$ cat src/hw/rtl/randomized_set_table_top_assert.svh
// assertion macros for the randomized set table
`ifndef RANDOMIZED_SET_TABLE_TOP_ASSERT_SVH
`define RANDOMIZED_SET_TABLE_TOP_ASSERT_SVH

// same-cycle implication, checked on every rising edge outside reset
`define RSET_ASSERT_NOW(label, ante, cons, msg) \
	label: assert property (@(posedge clk) disable iff (!arst_n) (ante) |-> (cons)) \
		else $error(msg);

// next-cycle implication, checked on every rising edge outside reset
`define RSET_ASSERT_NEXT(label, ante, cons, msg) \
	label: assert property (@(posedge clk) disable iff (!arst_n) (ante) |=> (cons)) \
		else $error(msg);

`endif

$ cat src/hw/rtl/rset_pkg.sv
package rset_pkg;

	localparam int CAPACITY  = 64;
	localparam int IDX_W     = (CAPACITY > 1) ? $clog2(CAPACITY) : 1;
	localparam int CNT_W     = $clog2(CAPACITY + 1);
	localparam int VAL_W     = 32;
	localparam int RND_W     = 16;
	localparam int MOD_CNT_W = $clog2(RND_W + 1);
	localparam int TYPE_W    = 2;
	localparam int ST_W      = 2;
	localparam int OUT_CNT_W = 7;

	// request codes
	localparam logic [TYPE_W-1:0] REQ_INSERT = 2'd0;
	localparam logic [TYPE_W-1:0] REQ_REMOVE = 2'd1;
	localparam logic [TYPE_W-1:0] REQ_PICK   = 2'd2;

	// status codes
	localparam logic [ST_W-1:0] ST_OK   = 2'd0;
	localparam logic [ST_W-1:0] ST_MISS = 2'd1;
	localparam logic [ST_W-1:0] ST_FULL = 2'd2;

	typedef struct packed {
		logic [TYPE_W-1:0]       req_type;
		logic signed [VAL_W-1:0] value;
		logic [RND_W-1:0]        random_word;
	} req_t;

	typedef struct packed {
		logic [ST_W-1:0]         status;
		logic signed [VAL_W-1:0] picked_value;
		logic [OUT_CNT_W-1:0]    element_count;
	} result_t;

	// controller to datapath
	typedef struct packed {
		logic            load;
		logic            search;
		logic            mod_step;
		logic            rd_last;
		logic            rd_rem;
		logic            wr_append;
		logic            wr_slot;
		logic            finish;
		logic            pick_sel;
		logic [ST_W-1:0] fin_status;
	} ctl_cmd_t;

	// datapath to controller
	typedef struct packed {
		logic search_done;
		logic hit;
		logic full;
		logic empty;
		logic mod_done;
	} dp_stat_t;

endpackage

$ cat src/hw/rtl/rset_datapath.sv
module rset_datapath (
	input  logic              clk,
	input  logic              arst_n,
	input  rset_pkg::req_t    req,
	input  rset_pkg::ctl_cmd_t cmd,
	output rset_pkg::dp_stat_t stat,
	output rset_pkg::result_t result,
	output logic              done
);
	import rset_pkg::*;

	logic [VAL_W-1:0] mem [CAPACITY];
	logic [VAL_W-1:0] rdata_q;

	req_t                 req_q;
	logic [CNT_W-1:0]     count_q;
	logic [CNT_W-1:0]     idx_q;
	logic                 pend_q;
	logic [IDX_W-1:0]     pend_idx_q;
	logic                 hit_q;
	logic [IDX_W-1:0]     slot_q;
	logic [CNT_W-1:0]     rem_q;
	logic [RND_W-1:0]     rnd_sh_q;
	logic [MOD_CNT_W-1:0] mod_cnt_q;
	result_t              result_q;
	logic                 done_q;

	logic             match;
	logic             issue;
	logic             rd_en;
	logic [IDX_W-1:0] rd_addr;
	logic             wr_en;
	logic [IDX_W-1:0] wr_addr;
	logic [VAL_W-1:0] wr_data;
	logic [CNT_W-1:0] last_cnt;
	logic [CNT_W:0]   trial;
	logic [CNT_W:0]   trial_sub;

	assign match    = pend_q && (rdata_q == req_q.value);
	assign issue    = cmd.search && !hit_q && !match && (idx_q < count_q);
	assign last_cnt = count_q - CNT_W'(1);

	// one read port: search scan, last entry, or picked slot
	always_comb begin
		rd_en   = issue | cmd.rd_last | cmd.rd_rem;
		rd_addr = rem_q[IDX_W-1:0];
		priority if (issue) begin
			rd_addr = idx_q[IDX_W-1:0];
		end else if (cmd.rd_last) begin
			rd_addr = last_cnt[IDX_W-1:0];
		end else begin
			rd_addr = rem_q[IDX_W-1:0];
		end
	end

	always_comb begin
		wr_en   = cmd.wr_append | cmd.wr_slot;
		wr_addr = cmd.wr_slot ? slot_q : count_q[IDX_W-1:0];
		wr_data = cmd.wr_slot ? rdata_q : req_q.value;
	end

	always_ff @(posedge clk) begin
		if (wr_en) begin
			mem[wr_addr] <= wr_data;
		end
	end

	always_ff @(posedge clk) begin
		if (rd_en) begin
			rdata_q <= mem[rd_addr];
		end
	end

	// restoring remainder step, one dividend bit per cycle
	assign trial     = {rem_q, rnd_sh_q[RND_W-1]};
	assign trial_sub = trial - {1'b0, count_q};

	always_ff @(posedge clk or negedge arst_n) begin
		if (!arst_n) begin
			count_q   <= '0;
			idx_q     <= '0;
			pend_q    <= 1'b0;
			hit_q     <= 1'b0;
			mod_cnt_q <= '0;
			done_q    <= 1'b0;
		end else begin
			done_q <= cmd.finish;
			if (cmd.load) begin
				idx_q     <= '0;
				pend_q    <= 1'b0;
				hit_q     <= 1'b0;
				mod_cnt_q <= '0;
			end
			if (cmd.search) begin
				if (match) begin
					hit_q <= 1'b1;
				end
				pend_q <= issue;
				if (issue) begin
					idx_q <= idx_q + CNT_W'(1);
				end
			end
			if (cmd.mod_step) begin
				mod_cnt_q <= mod_cnt_q + MOD_CNT_W'(1);
			end
			if (cmd.wr_append) begin
				count_q <= count_q + CNT_W'(1);
			end else if (cmd.wr_slot) begin
				count_q <= last_cnt;
			end
		end
	end

	always_ff @(posedge clk) begin
		if (cmd.load) begin
			req_q    <= req;
			rem_q    <= '0;
			rnd_sh_q <= req.random_word;
		end
		if (cmd.search && match) begin
			slot_q <= pend_idx_q;
		end
		if (issue) begin
			pend_idx_q <= idx_q[IDX_W-1:0];
		end
		if (cmd.mod_step) begin
			rem_q    <= (trial >= {1'b0, count_q}) ? trial_sub[CNT_W-1:0] : trial[CNT_W-1:0];
			rnd_sh_q <= rnd_sh_q << 1;
		end
		if (cmd.finish) begin
			result_q.status        <= cmd.fin_status;
			result_q.picked_value  <= cmd.pick_sel ? rdata_q : '0;
			result_q.element_count <= OUT_CNT_W'(count_q);
		end
	end

	always_comb begin
		stat.search_done = hit_q || (!pend_q && (idx_q >= count_q));
		stat.hit         = hit_q;
		stat.full        = (count_q == CNT_W'(CAPACITY));
		stat.empty       = (count_q == '0);
		stat.mod_done    = (mod_cnt_q == MOD_CNT_W'(RND_W));
	end

	assign result = result_q;
	assign done   = done_q;

endmodule

$ cat src/hw/rtl/rset_ctrl.sv
module rset_ctrl (
	input  logic                        clk,
	input  logic                        arst_n,
	input  logic                        start,
	input  logic [rset_pkg::TYPE_W-1:0] req_type,
	input  rset_pkg::dp_stat_t          stat,
	output rset_pkg::ctl_cmd_t          cmd,
	output logic                        busy
);
	import rset_pkg::*;

	localparam logic [2:0] S_IDLE   = 3'd0;
	localparam logic [2:0] S_SEARCH = 3'd1;
	localparam logic [2:0] S_APPEND = 3'd2;
	localparam logic [2:0] S_RM_RD  = 3'd3;
	localparam logic [2:0] S_RM_WR  = 3'd4;
	localparam logic [2:0] S_MOD    = 3'd5;
	localparam logic [2:0] S_PK_RD  = 3'd6;
	localparam logic [2:0] S_FINISH = 3'd7;

	logic [2:0]        state_q, state_d;
	logic [TYPE_W-1:0] op_q, op_d;
	logic [ST_W-1:0]   fin_st_q, fin_st_d;
	logic              pick_q, pick_d;

	always_comb begin
		state_d  = state_q;
		op_d     = op_q;
		fin_st_d = fin_st_q;
		pick_d   = pick_q;
		cmd      = '0;
		unique case (state_q)
			S_IDLE: begin
				if (start) begin
					cmd.load = 1'b1;
					op_d     = req_type;
					fin_st_d = ST_OK;
					pick_d   = 1'b0;
					unique case (req_type)
						REQ_INSERT, REQ_REMOVE: state_d = S_SEARCH;
						REQ_PICK:               state_d = stat.empty ? S_FINISH : S_MOD;
						default:                state_d = S_FINISH;
					endcase
				end
			end
			S_SEARCH: begin
				cmd.search = 1'b1;
				if (stat.search_done) begin
					if (op_q == REQ_INSERT) begin
						priority if (stat.hit) begin
							fin_st_d = ST_MISS;
							state_d  = S_FINISH;
						end else if (stat.full) begin
							fin_st_d = ST_FULL;
							state_d  = S_FINISH;
						end else begin
							state_d = S_APPEND;
						end
					end else if (stat.hit) begin
						state_d = S_RM_RD;
					end else begin
						fin_st_d = ST_MISS;
						state_d  = S_FINISH;
					end
				end
			end
			S_APPEND: begin
				cmd.wr_append = 1'b1;
				state_d       = S_FINISH;
			end
			S_RM_RD: begin
				cmd.rd_last = 1'b1;
				state_d     = S_RM_WR;
			end
			S_RM_WR: begin
				cmd.wr_slot = 1'b1;
				state_d     = S_FINISH;
			end
			S_MOD: begin
				if (stat.mod_done) begin
					state_d = S_PK_RD;
				end else begin
					cmd.mod_step = 1'b1;
				end
			end
			S_PK_RD: begin
				cmd.rd_rem = 1'b1;
				pick_d     = 1'b1;
				state_d    = S_FINISH;
			end
			S_FINISH: begin
				cmd.finish     = 1'b1;
				cmd.fin_status = fin_st_q;
				cmd.pick_sel   = pick_q;
				state_d        = S_IDLE;
			end
			default: state_d = S_IDLE;
		endcase
	end

	always_ff @(posedge clk or negedge arst_n) begin
		if (!arst_n) begin
			state_q  <= S_IDLE;
			op_q     <= REQ_INSERT;
			fin_st_q <= ST_OK;
			pick_q   <= 1'b0;
		end else begin
			state_q  <= state_d;
			op_q     <= op_d;
			fin_st_q <= fin_st_d;
			pick_q   <= pick_d;
		end
	end

	assign busy = (state_q != S_IDLE);

endmodule

$ cat src/hw/rtl/randomized_set_table_top.sv
// channel   signals              transfer when
// request   start, busy, req     start high and busy low at a rising edge
// result    done, result         done high (one cycle, cannot be held off)
//
// one request at a time: busy is high from the transfer edge until the strobe cycle begins;
// the receiver cannot stall, so a result never waits and a new request may transfer then
// insert and remove scan the store one entry per cycle, then close the scan; on success insert
// appends the value and remove reads the last entry and moves it into the matched slot
// get random: 16-step serial remainder by the count and one read; skipped when empty
// reset clears the count and control state, not the store; store entries are written before they are read
module randomized_set_table_top (
	input  logic              clk,
	input  logic              arst_n,
	input  logic              start,
	output logic              busy,
	input  rset_pkg::req_t    req,
	output logic              done,
	output rset_pkg::result_t result
);
	import rset_pkg::*;

	// command and status between controller and datapath
	ctl_cmd_t cmd;
	dp_stat_t stat;

	// sequencer: decides scan, append, move, remainder and result steps
	rset_ctrl u_ctrl (
		.clk      (clk),
		.arst_n   (arst_n),
		.start    (start),
		.req_type (req.req_type),
		.stat     (stat),
		.cmd      (cmd),
		.busy     (busy)
	);

	// element store, count, scan pointer, remainder unit and result register
	rset_datapath u_dp (
		.clk    (clk),
		.arst_n (arst_n),
		.req    (req),
		.cmd    (cmd),
		.stat   (stat),
		.result (result),
		.done   (done)
	);

`include "randomized_set_table_top_assert.svh"

	// result strobe comes only after the sequence is back to idle
	`RSET_ASSERT_NOW(a_done_idle, done, !busy, "result strobe while busy")
	// an accepted request always starts a sequence
	`RSET_ASSERT_NEXT(a_accept_busy, start && !busy, busy, "request accepted but not busy")
	// never append to a full store
	`RSET_ASSERT_NOW(a_no_overfill, cmd.wr_append, !stat.full, "append into full store")
	// every finish step yields exactly one strobe
	`RSET_ASSERT_NEXT(a_finish_strobe, cmd.finish, done, "finish without result strobe")

endmodule
$ cat config.mk
export PLATFORM = sky130hd
export DESIGN_NAME = randomized_set_table_top
export DESIGN_NICKNAME = d
export VERILOG_FILES = /design/src/hw/rtl/rset_pkg.sv /design/src/hw/rtl/rset_datapath.sv /design/src/hw/rtl/rset_ctrl.sv /design/src/hw/rtl/randomized_set_table_top.sv
export VERILOG_INCLUDE_DIRS = /design/src /design/src/hw/rtl
export SDC_FILE = /design/constraint.sdc
export NUM_CORES = 2
export LEC_CHECK = 0
export BUFFER_PORTS_ARGS = -buffer_cell sky130_fd_sc_hd__buf_2
export CORE_ASPECT_RATIO = 1.25
export CORE_UTILIZATION = 53
export CTS_CLUSTER_SIZE = 10
export DETAILED_ROUTE_END_ITERATION = 12
export HOLD_SLACK_MARGIN = 0.05
export PLACE_DENSITY = 0.66
export SYNTH_ARGS = -nofsm -noshare
export SYNTH_HDL_FRONTEND = slang
export SYNTH_HIERARCHICAL = 1
export SYNTH_SLANG_ARGS = --single-unit
export TNS_END_PERCENT = 100
$ cat constraint.sdc
create_clock -name clk -period 10 [get_ports clk]
set_input_delay 0.5 -clock clk [delete_from_list [all_inputs] [get_ports clk]]
set_output_delay 0.5 -clock clk [all_outputs]
set_load 0.05 [all_outputs]
==> flow_summary.toml <==
[critical_path]
startpoint_type = "register"
r2r_cells = 13
rr_endpoint = "u_dp/rdata_q[3]$_DFFE_PP_"
cp_max_fo = 47
cp.required_ns = 10.60
endpoint_kind = "register"
arrival_ns = 7.31
rrSetupSlack_ns = 3.29
reg2reg_from = "u_dp/rdata_q[21]$_DFFE_PP_"
worstSetupPathType = "register to register"

[sta]
relSlewSlack_pct = 3.71
setup_ws_ns = 3.29
worst_slew_pin_slew_ns = 1.43
tns_ns = 0
finalHoldViolations = 0
fin_crit_sh_pct = 67.1
slew_viol_final = 0
final-setup-viol-count = 0
rsz0062_at_grt = "false"
clock_skew_ns = 0.0353
max_freq_mhz = 149
fin_crit_ns = 6.71

[placement]
gp_congestion = 0.920
dpl.cell_count = 7745
place.port_buffers = 95
dpl_worst_slack_ns = 3.49
dp_hpwl_um = 150000

[min_path]
hold_depth = 4
hold_path.startpoint = "start"
min_path_type = "input port to register"
worstHoldEndpoint = "u_ctrl/state_q[0]$_DFFE_PN0P_"

[final_layout]
final_cells = 8099
fillers = 12176
fin_nets = 5916
utilization_pct = 59.9
area_growth_pct = 12.1
layout_common_cells = "2187 x edfxtp_1, 551 x nand2_1, 516 x mux2i_1"
drive_gt1_share_pct = 12.9
layout_commonest_cell = "edfxtp_1"

[yosys]
yosysTopAreaCellShare_pct = 74.2
avgSynthCellArea_um2 = 15.7
yosys.area.top_type = "edfxtp_1"
synthCells = 5623
synth-seq-cells = 2218
synthFlopType = "edfxtp_1"
synth-async-reset-ratio_pct = 1.35
synth_nets = 5697
yosysWarnings = 6
synth_edf_count = 2187
synthDistinctLibCells = 86
ys_seq_area_share_pct = 75.1
netlist_area_um2 = 88500
synth_area_leaders = "edfxtp_1 74%, mux2i_1 5.9%, nand2_1 2.3%"

[grt]
grt_max_degree = 118
antenna_found_initial = 20
grt_pass1_vias = 51682
grt-ovfl-total = 0
grt_use_total_pct = 31.7
grt_first_pass_wirelength_um = 379000

[detailed_routing]
drtAntennaViolNets = 0
wl_um = 269000
dr.pass1.iters = 8
avgRoutedWirePerCell_um = 33.3
drt_iter0_drc = 6988
drc = 0
vias_per_cell = 6.64
via_count = 53763

[floorplan]
die_h_um = 459
die_w_um = 367
core_area_um2 = 166000
row_count = 167
die_area_um2 = 169000
start_util_pct = 53.4
pin_count = 96

[power_and_ir_drop]
clkPwrFrac_pct = 20.7
power_density_nw_per_um2 = 371
peakVddDrop_v = 0.000410
switching_share_pct = 43.5
pwr-share-seq_pct = 32.0
p_leak_uw = 0.0330
pwr-share-comb_pct = 47.3
switchingPower_uw = 16000
p_int_uw = 20800

[clock_network]
clock_path_buffers = 3
path_clk_slew_ns = 0.06
clock_latency_ns = 0.89
cts_tree = "built"
cts.htree.levels = 4
cts_buffers = 241
cts_setup_buffers = 0
cts_resized = 0
clkSinkCount = 2218
root_buffer = "clkbuf_16"

[flow_run]
maxCapViolations = 0

[status]
run_status = "finished clean"
-- worst max-delay path by stage --
stage / slack, ns / end / start / cells past startpoint
4_1_cts: 3.47 / u_dp/rdata_q[3]$_DFFE_PP_ / u_dp/rdata_q[21]$_DFFE_PP_ / 13
3_3_place_gp: 2.95 / u_dp/rdata_q[27]$_DFFE_PP_ / u_ctrl/state_q[0]$_DFFE_PN0P_ / 14
2_1_floorplan: 5.37 / u_dp/mem[0][1]$_DFFE_PP_ / u_ctrl/state_q[0]$_DFFE_PN0P_ / 7
6_report: 3.29 / u_dp/rdata_q[3]$_DFFE_PP_ / u_dp/rdata_q[21]$_DFFE_PP_ / 13
5_1_grt: 3.21 / u_dp/rdata_q[3]$_DFFE_PP_ / u_ctrl/state_q[0]$_DFFE_PN0P_ / 14
3_5_place_dp: 3.49 / u_dp/rdata_q[3]$_DFFE_PP_ / u_ctrl/state_q[0]$_DFFE_PN0P_ / 14
-- registers in the layout, indices dropped and copies added, names as in the netlist --
name and cells:
u_ctrl/fin_st_q 2, u_ctrl/op_q 2, u_ctrl/pick_q 1, u_ctrl/state_q 3, u_dp/count_q 7, u_dp/done 1, u_dp/hit_q 1, u_dp/idx_q 7
u_dp/mem 2048, u_dp/mod_cnt_q 5, u_dp/pend_idx_q 6, u_dp/pend_q 1, u_dp/rdata_q 32, u_dp/rem_q 7, u_dp/req_q 32, u_dp/result 41
u_dp/rnd_sh_q 16, u_dp/slot_q 6
-- synth_stat cells (all sizes together) (5+ instances only) --
cell type and n:
a21oi 225, mux2 94, nor4 43, a211o 5, a22oi 7, nor2 299
and2 35, o21ai 240, edfxtp 2187, clkbuf 173, o22ai 132, a22o 20
o21a 57, o211ai 13, o32a 5, dfrtp 30, a32oi 6, o32ai 12
or3 5, inv 36, and3 17, buf 183, mux2i 519, or4 13
ha 20, o41ai 16, nor3 84, o221ai 86, a21o 8, nand2 552
o22a 7, xnor2 30, nand3 59, nor2b 13, nand2b 10, a31oi 92
xor2 15, o31ai 16, a2111oi 16, nand4 15, mux4 24, a221oi 45
a211oi 106, and4 14
-- stage by stage --
stage / hold slack, ns / instance area (um^2) / power, uW
2_1_floorplan: 0.204 / 88500 / 22400
3_3_place_gp: 0.401 / 92200 / 28800
3_5_place_dp: 0.406 / 92200 / 29000
4_1_cts: 0.0561 / 99100 / 36600
5_1_grt: 0.126 / 99200 / 37800
6_report: 0.0954 / 99200 / 36800
-- routing by layer --
| layer | part of all wire, % | GRT usage [%] |
|---|---|---|
| met1 | 35 | 39.7 |
| met2 | 48 | 50.9 |
| met3 | 10 | 6.03 |
| met4 | 6.8 | 20.3 |
| met5 | 0.019 | 0 |
-- repair_timing --
action	CTS	global route
endpoints found under the setup margin	0	0
hold buffers	51	0
hold endpoints to repair	81	0
-- cell type report --
type / count / area [um^2] / share of cell area (%)
Inverter: 36 / 135 / 0.136
Tap cell: 2197 / 2750 / 2.77
Clock inverter: 13 / 194 / 0.195
Timing Repair Buffer: 332 / 2590 / 2.61
Antenna cell: 34 / 85.1 / 0.0858
Multi-Input combinational cell: 3013 / 20800 / 21.0
Clock buffer: 256 / 6180 / 6.23
Sequential cell: 2218 / 66400 / 67.0
-- logic make-up after synthesis --
kind of cell	count (synthesis)	synth area share, %
flops	2218	75.1
simple gates	1174	5.84
compound gates	1136	8.45
mux	637	7.68
buf+inv	392	2.17
xor+xnor	45	0.446
fa+ha+maj	21	0.306
-- critical path, cell delays in order, from the launching register on --
cell and delay [ns]:
edfxtp_1 0.42, xnor2_1 0.40, nand4_1 0.23, nor3_1 0.30, and4_1 0.51, mux2_2 0.43
nor2_4 0.93, buf_12 0.40, buf_4 0.50, mux2i_1 0.14, o221ai_1 0.23, a31oi_1 0.10
o21ai_0 1.00, and4_1 0.72
-- power groups by stage --
stage	registers, uW	clock network, uW	logic (uW)
finish	11800	7640	17400
global route	11800	8020	18000
global placement	12000	0	16800
CTS	11800	7700	17100
floorplan	12000	0	10400
detailed placement	12000	0	17000
No activity file was read; power rests on OpenSTA's default activity.
